File: src/rtl/core/keystream_subset_sampler_macros.svh
// Assertion macros shared by the keystream subset sampler RTL.
`ifndef KEYSTREAM_SUBSET_SAMPLER_MACROS_SVH
`define KEYSTREAM_SUBSET_SAMPLER_MACROS_SVH
`ifndef SYNTHESIS
// Check a condition at every clock edge outside reset.
`define KSS_ASSERT(label, clk, rst_n, cond) \
    label: assert property (@(posedge clk) disable iff (!rst_n) (cond)) \
        else $error("kss: invariant violated");
// Check that an antecedent implies a consequent in the same cycle.
`define KSS_ASSERT_IMPL(label, clk, rst_n, ante, cons) \
    label: assert property (@(posedge clk) disable iff (!rst_n) (ante) |-> (cons)) \
        else $error("kss: implication violated");
`else
`define KSS_ASSERT(label, clk, rst_n, cond)
`define KSS_ASSERT_IMPL(label, clk, rst_n, ante, cons)
`endif
`endif

File: src/rtl/core/kss_pkg.sv
// Shared types, constants and helper functions of the keystream subset sampler.
package kss_pkg;

    localparam int MAX_SLOTS   = 1024;
    localparam int SLACK_WORDS = 1000;
    localparam int IDX_W       = 10;
    localparam int SLOT_W      = 11;
    localparam int VAL_W       = 16;
    localparam int CNT_W       = 17;
    localparam int FQ_DEPTH    = 4;
    localparam int FQ_AW       = 2;
    localparam int RQ_DEPTH    = 2;

    // Register index, taken from paddr[2]
    localparam logic REG_VALID_LIMIT = 1'b0;
    localparam logic REG_SLOT_TOTAL  = 1'b1;

    localparam logic [VAL_W-1:0]  RST_VALID_LIMIT = 16'd1024;
    localparam logic [SLOT_W-1:0] RST_SLOT_TOTAL  = 11'd64;

    typedef enum logic [1:0] {
        KIND_LOAD  = 2'd0,
        KIND_START = 2'd1,
        KIND_WORD  = 2'd2
    } t_kind;

    // Classified beat handed from front to back
    typedef struct packed {
        t_kind             kind;
        logic [IDX_W-1:0]  idx;
        logic [VAL_W-1:0]  data;
        logic              hit;
    } t_op;

    typedef struct packed {
        logic [IDX_W-1:0] slot;
        logic [VAL_W-1:0] chosen;
        logic             complete;
        logic             exhausted;
    } t_res;

    // Live configuration with derived values
    typedef struct packed {
        logic [VAL_W-1:0]  valid_limit;
        logic [VAL_W-1:0]  mask;
        logic [SLOT_W-1:0] slot_cnt;
        logic [CNT_W-1:0]  budget;
    } t_cfg;

    typedef struct packed {
        logic              running;
        logic [SLOT_W-1:0] slot;
        logic [CNT_W-1:0]  match_cnt;
        logic [CNT_W-1:0]  words;
    } t_back_stat;

    // All ones up to and including the top set bit
    function automatic logic [VAL_W-1:0] f_mask(input logic [VAL_W-1:0] v);
        logic [VAL_W-1:0] m;
        m = v;
        m = m | (m >> 1);
        m = m | (m >> 2);
        m = m | (m >> 4);
        m = m | (m >> 8);
        return m;
    endfunction

    function automatic logic [CNT_W-1:0] f_budget(input logic [VAL_W-1:0] v);
        return {1'b0, f_mask(v)} + CNT_W'(1) + CNT_W'(SLACK_WORDS);
    endfunction

    function automatic logic [SLOT_W-1:0] f_slot_cnt(input logic [SLOT_W-1:0] s);
        return (s > SLOT_W'(MAX_SLOTS)) ? SLOT_W'(MAX_SLOTS) : s;
    endfunction

endpackage

File: src/rtl/core/kss_front.sv
// Front end: accepts input beats, classifies them and queues them for the back end.
module kss_front (
    input  logic                       i_clk,
    input  logic                       i_rst_n,
    input  logic                       i_push,
    input  logic [1:0]                 i_kind,
    input  logic [kss_pkg::IDX_W-1:0]  i_table_index,
    input  logic [kss_pkg::VAL_W-1:0]  i_table_value,
    input  logic [kss_pkg::VAL_W-1:0]  i_random_word,
    input  kss_pkg::t_cfg              i_cfg,
    output logic                       o_full,
    output kss_pkg::t_op               o_op,
    output logic                       o_op_valid,
    input  logic                       i_op_take
);

    kss_pkg::t_op                r_q [kss_pkg::FQ_DEPTH];
    logic [kss_pkg::FQ_AW-1:0]   r_wp;
    logic [kss_pkg::FQ_AW-1:0]   r_rp;
    logic [kss_pkg::FQ_AW:0]     r_cnt;
    logic [kss_pkg::VAL_W-1:0]   masked;
    logic                        known;
    logic                        enq;
    logic                        deq;
    kss_pkg::t_op                op_in;

    // Classify the incoming beat
    always_comb begin
        masked       = i_random_word & i_cfg.mask;
        known        = 1'b1;
        op_in.kind   = kss_pkg::KIND_WORD;
        op_in.idx    = i_table_index;
        op_in.data   = masked;
        op_in.hit    = masked < i_cfg.valid_limit;
        unique case (kss_pkg::t_kind'(i_kind))
            kss_pkg::KIND_LOAD: begin
                op_in.kind = kss_pkg::KIND_LOAD;
                op_in.data = i_table_value;
            end
            kss_pkg::KIND_START: begin
                op_in.kind = kss_pkg::KIND_START;
            end
            kss_pkg::KIND_WORD: begin
                op_in.kind = kss_pkg::KIND_WORD;
            end
            default: begin
                known = 1'b0;
            end
        endcase
    end

    assign o_full     = (r_cnt == (kss_pkg::FQ_AW+1)'(kss_pkg::FQ_DEPTH));
    assign enq        = i_push && !o_full && known;
    assign o_op_valid = (r_cnt != '0);
    assign deq        = i_op_take && o_op_valid;
    assign o_op       = r_q[r_rp];

    // Advance queue pointers and fill level
    always_ff @(posedge i_clk) begin
        if (!i_rst_n) begin
            r_wp  <= '0;
            r_rp  <= '0;
            r_cnt <= '0;
        end else begin
            if (enq) r_wp <= r_wp + 1'b1;
            if (deq) r_rp <= r_rp + 1'b1;
            if (enq && !deq) r_cnt <= r_cnt + 1'b1;
            else if (deq && !enq) r_cnt <= r_cnt - 1'b1;
        end
    end

    // Hold queued beats
    always_ff @(posedge i_clk) begin
        if (enq) r_q[r_wp] <= op_in;
    end

endmodule

File: config.mk
export PLATFORM = sky130hd
export DESIGN_NAME = kss_front
export DESIGN_NICKNAME = d
export VERILOG_FILES = /design/src/rtl/core/keystream_subset_sampler_macros.svh /design/src/rtl/core/kss_pkg.sv /design/src/rtl/core/kss_front.sv
export SDC_FILE = /design/constraint.sdc
export NUM_CORES = 1
export LEC_CHECK = 0
export BUFFER_PORTS_ARGS = -buffer_cell sky130_fd_sc_hd__buf_2
export CORE_MARGIN = 2
export CORE_UTILIZATION = 53
export CTS_CLUSTER_SIZE = 30
export DETAILED_ROUTE_END_ITERATION = 12
export GPL_ROUTABILITY_DRIVEN = 1
export PLACE_DENSITY = 0.86
export SETUP_SLACK_MARGIN = 0.02
export SLEW_MARGIN = 20
export SYNTH_ARGS = -nofsm -noshare
export SYNTH_HDL_FRONTEND = slang
export SYNTH_SLANG_ARGS = --single-unit
export TNS_END_PERCENT = 100
File: constraint.sdc
create_clock -name i_clk -period 2.68 [get_ports i_clk]
set_input_delay 0.134 -clock i_clk [delete_from_list [all_inputs] [get_ports i_clk]]
set_output_delay 0.134 -clock i_clk [all_outputs]
set_load 0.01 [all_outputs]
==> results of run 1 <==
[through the flow]
stage,instances,worst slack [ns]
3_3_place_gp,527,0.577
5_1_grt,584,0.315
3_5_place_dp,527,0.442
4_1_cts,584,0.391
6_report,584,0.462
2_1_floorplan,286,0.596
[where the power goes]
part           internal, mW  switching [mW]  leakage [nW]
clock network          1.31           0.803         0.267
logic                 0.695           0.599          1.22
registers              2.34           0.145          1.14
total                  4.35            1.55          2.62
[cells in the final DEF, fill, tap and decap left out, types with 2 or more instances in the layout]
master and instances:
bufinv_16 2, mux2i_1 2, and2_2 4, a211oi_1 3, clkinvlp_4 4, dlygate4sd3_1 25, clkinv_2 4, nand4_1 2
inv_1 19, o21ai_0 5, clkbuf_16 16, dfxtp_1 7, xnor2_1 4, and2_1 20, buf_2 110, mux2_2 15
ha_1 20, edfxtp_1 116, nor2b_1 4, a21oi_1 3, clkinv_4 3, nor2_2 2, nand2_1 6, buf_4 5
nor2_1 3, mux4_2 29, dfxtp_2 2
[metal layers]
metal  track usage [%]  part of all wire [%]
met1              23.4                    39
met2              37.6                    55
met3              3.63                   4.0
met4              7.92                   1.5
met5                 0                     0
[layout make-up]
class                   instances  area [sq um]
clock inverters                15           149
well taps                     133           166
multi-input cells             134          1540
inverters                      19          71.3
fillers                       645          2910
repair buffers                141           858
flip-flops and latches        125          3670
clock buffers                  17           414
[flip-flops by register name (all words and copies together), names as in the netlist, named ones only]
signal and flops:
r_rp 2, r_q 116, r_wp 2, r_cnt 3
[worst paths after layout]
path,from,to
min,i_table_value[12],r_q[3][13]$_DFFE_PP_
min reg2reg,r_cnt[2]$_SDFFE_PN0P_,r_cnt[2]$_SDFFE_PN0P_
max,flop,o_op[10]
max reg2reg,r_cnt[0]$_SDFFE_PN0P_,r_cnt[2]$_SDFFE_PN0P_
[logic make-up after synthesis]
group,after synthesis,share of synthesized area [%]
compound gates,15,1.72
mux,46,15.8
simple gates,47,5.36
flops,125,68.8
xor+xnor,5,0.823
buf+inv,27,2.37
fa+ha+maj,21,5.08
[critical path, stage by stage (launching register included)]
cell and delay, ns:
dfxtp_2 0.61, buf_12 0.26, mux4_2 0.54, buf_2 0.16
==> reports/metrics.cfg, run 1 <==
[global_routing]
grt_max_degree = 30
antenna_found_initial = 0
grt_overflow_total = 0
grt_first_pass_wirelength_um = 16400
grt_pass1_vias = 3276
grt_usage_pct = 20.3

[finish]
final_nets = 567
drive_gt1_share_pct = 44.8
final_util_pct = 70.2
syn2layout_area_growth_pct = 28.9
final_area_sq_um = 6860
diodes = 0

[floorplanning]
rows = 36
core-area_sq_um = 9770
die_h_um = 104
fp.dieW_um = 104
dieArea_sq_um = 10900
io_pins = 139
start_util_pct = 54.5

[timing]
whs_ns = 0.0204
finalHoldViolations = 0
fin_skew_ns = 0.00667
rsz0062_at_grt = no
setup_violations = 0
fmax_mhz = 451
fin_tns_setup_ns = 0
slew_headroom_pct = 46.2
drv_slew = 0
worstMarginPinSlew_ns = 0.806
period_needed_ns = 2.22
fin_crit_sh_pct = 82.8

[cts]
clk_latency_ns = 0.50
cts_tree = done
cts_hold_buf = 25
cts_buffers = 17
post_cts_buffers = 0
cts_sinks = 125
cts-htree-levels = 4
clk_path_buf_depth = 2
cts_resized = 0
clockRootBuffer = clkbuf_8
path_clk_slew_ns = 0.06

[worst_setup_path]
critPathCaptureType = output port
cp.required_ns = 2.55
path_class = reg2out
rr_worst_depth = 8
start_kind = flop
cp_max_fo = 19
critPathArrivalTime_ns = 2.08
reg2reg_slack_ns = 0.48

[placement]
numPortBuffers = 110
gp_congestion = 0.772
placed_area_sq_um = 6050
place_hpwl_um = 6580

[synth]
synth_top_area_cell = edfxtp_1
synthCells = 286
ys.flop_type = edfxtp_1
ys_ff_latch = 125
yosysUniqueCellTypes = 33
synth_edf_count = 116
syn_nets = 415
yosysSeqAreaShare_pct = 68.8
syn_area_sq_um = 5320
yosysWarnings = 0
synth_common_cells = 116 x edfxtp_1, 29 x mux4_2, 24 x and2_1, 20 x ha_1, 19 x inv_1
synth_area_per_cell_sq_um = 18.6
synth_most_common_cell = edfxtp_1
async_flop_share_pct = 0
synth_top_area_share_pct = 65.4
synth.area.top_cells = edfxtp_1 65%, mux4_2 12%, ha_1 4.7%

[power_and_ir_drop]
p_leak_nw = 2.62
power.density_nw_per_um2 = 860
ir_worst_vdd_uv = 499
p_total_mw = 5.90

[drt]
vias = 3062
wire_per_inst_um = 17.8
wl_um = 10400
initialDrtViolationCount = 88
drt.antenna.violating_nets = 0
first_pass_iters = 4
vias_per_cell = 5.24
drc_errors = 0

[outcome]
status = completed

[worst_hold_path]
hp-class = in2reg
hold_depth = 2

[job]
cap_violations = 0

No activity file was read; power rests on OpenSTA's default activity.
==> inputs of run 2 (changes only) <==
Settings changed: CORE_UTILIZATION 53 to 48, PLACE_DENSITY 0.86 to 0.82.
Clock period 2.68 ns to 1.95 ns, I/O delays scaled along.
==> run 2 against run 1 <==
Effect of this change: the flow now finishes with violations (negative setup slack); hold slack better by 0.033 ns; total power up 45%; global-route usage down 0.81 points; core utilization down 4.5 points; count of clock-buffer cells in the layout up 4; sequential share of layout area down 1.9 points; wire length up 3.2%; non-clock buffer count up 15; final cell count up 3.6%; clock power up 32%; sequential power up 34%; setup slack worse by 0.49 ns; largest power group unchanged; highest routed layer unchanged.
==> reports/metrics.cfg, run 2 (same netlist as run 1, synthesis figures left out) <==
[drt]
wl_um = 10800
wire_per_inst_um = 17.8
first_pass_iters = 4
initialDrtViolationCount = 173
drc_errors = 0
vias_per_cell = 5.18
drt.antenna.violating_nets = 0
vias = 3136

[global_routing]
grt_usage_pct = 19.5
grt_pass1_vias = 3374
grt_overflow_total = 0
grt_first_pass_wirelength_um = 16700
antenna_found_initial = 0
grt_max_degree = 30

[timing]
setup_violations = 2
finalHoldViolations = 0
whs_ns = 0.0539
rsz0062_at_grt = yes
fmax_mhz = 507
worstMarginPinSlew_ns = 0.463
slew_headroom_pct = 68.9
fin_crit_sh_pct = 101
period_needed_ns = 1.97
fin_skew_ns = 0.00843
setup_slack_ns = -0.0242
drv_slew = 0

[worst_setup_path]
cp_max_fo = 2
critPathArrivalTime_ns = 2.41
cp_cell_sequence = or3_4 > nand2_4 > ha_4 > inv_2 > fa_2 > xor2_1 > or3_1 > a21boi_2
critPathCaptureType = flop
cp_slowest_cell = or3_4
cp.required_ns = 2.38
start_kind = flop
rr_worst_depth = 8
crit_path_max_incr_delay_ns = 0.40
path_class = reg2reg

[worst_hold_path]
hold_depth = 3
hp-class = in2reg

[power_and_ir_drop]
p_leak_nw = 2.73
ir_worst_vdd_uv = 572
power.density_nw_per_um2 = 1200

[floorplanning]
dieArea_sq_um = 11900
core-area_sq_um = 10800
rows = 38
fp.dieW_um = 109
die_h_um = 109
io_pins = 139
start_util_pct = 49.1

[outcome]
status = finished with violations
violations = negative setup slack

[cts]
cts-htree-levels = 4
path_clk_slew_ns = 0.05
cts_tree = done
clk_latency_ns = 0.50
clk_path_buf_depth = 2
clockRootBuffer = clkbuf_8
cts_sinks = 125
cts_buffers = 17

[finish]
drive_gt1_share_pct = 45.8
diodes = 0
syn2layout_area_growth_pct = 33.8
final_nets = 582
regMostFlops = r_q
final_area_sq_um = 7120
final_common_cell = edfxtp_1
reg.largest.list = r_q x116, r_cnt x3
largest_reg_flops = 116
layout_common_cells = 116 x edfxtp_1, 93 x buf_2, 29 x mux4_2
n_fill_cell = 744

[placement]
placed_area_sq_um = 6120
gp_congestion = 0.777
place_hpwl_um = 6660
numPortBuffers = 110

[job]
cap_violations = 0

## run 2: cell types whose count changed in the layout (fill, tap and decap cells not counted), sizes merged
cell         previous run  this run
clkinv                  8         7
inv                    20        19
dlygate4sd3            25        27
clkbuf                 17        21
clkinvlp                4         1
buf                   116       129
## run 2: routing by layer
metal	vias up	GRT usage (%)	part of all wire [%]
met5	-	0	0
met4	0	7.69	1.1
met3	14	5.51	6.3
met2	128	35.3	54
met1	1545	21.8	38
li1	1449	-	-
## run 2: metrics by stage
stage	worst slack, ns	util [%]	setup TNS, ns	power (mW)	cells
floorplan	-0.0215	-	-0.0215	4.62	286
global placement	-0.0391	56.4	-0.156	5.30	541
detailed placement	-0.162	56.4	-0.759	5.36	541
CTS	-0.0364	65.7	-0.115	8.63	606
global route	-0.0996	65.7	-0.549	8.90	605
finish	-0.0242	65.7	-0.0308	8.54	605
## run 2: critical path: cells and delay by family, from the launching register on
family	cells	cell delay, ns
XOR/XNOR	1	0.16
AO/OA/AOI/OAI	1	0.13
adder cells (fa/ha/maj)	2	0.46
AND/OR/NAND/NOR	3	0.81
flip-flops	1	0.32
buffers and inverters	1	0.03
## run 2: worst paths after layout
kind	start	endpoint	slack, ns
min reg2reg	r_cnt[2]$_SDFFE_PN0P_	r_cnt[2]$_SDFFE_PN0P_	0.56
max reg2reg	r_cnt[1]$_SDFFE_PN0P_	r_cnt[2]$_SDFFE_PN0P_	-0.02
min	i_table_value[0]	r_q[2][1]$_DFFE_PP_	0.05
max	r_cnt[1]$_SDFFE_PN0P_	r_cnt[2]$_SDFFE_PN0P_	-0.02
## run 2: cell type report
class / count / area, sq um / area share, %
Timing Repair Buffer: 156 / 1120 / 15.7
Clock inverter: 10 / 98.8 / 1.39
Inverter: 19 / 71.3 / 1.00
Multi-Input combinational cell: 134 / 1560 / 21.9
Clock buffer: 21 / 429 / 6.02
Sequential cell: 125 / 3670 / 51.5
Tap cell: 140 / 175 / 2.46
## run 2: timing repair
| action | CTS | global route |
|---|---|---|
| hold endpoints to repair | 113 | 0 |
| cloned | 1 | 0 |
| resized for setup | 26 | 11 |
| pin swaps | 2 | 1 |
| buffers inserted | 6 | 2 |
| setup endpoints to repair | 141 | 28 |
| hold buffers | 27 | 0 |
## run 2: power by group
part,internal (mW),switching (mW),leakage [nW]
combinational,1.36,1.05,1.33
clock,1.78,1.01,0.258
sequential,3.23,0.110,1.14
total,6.37,2.17,2.73
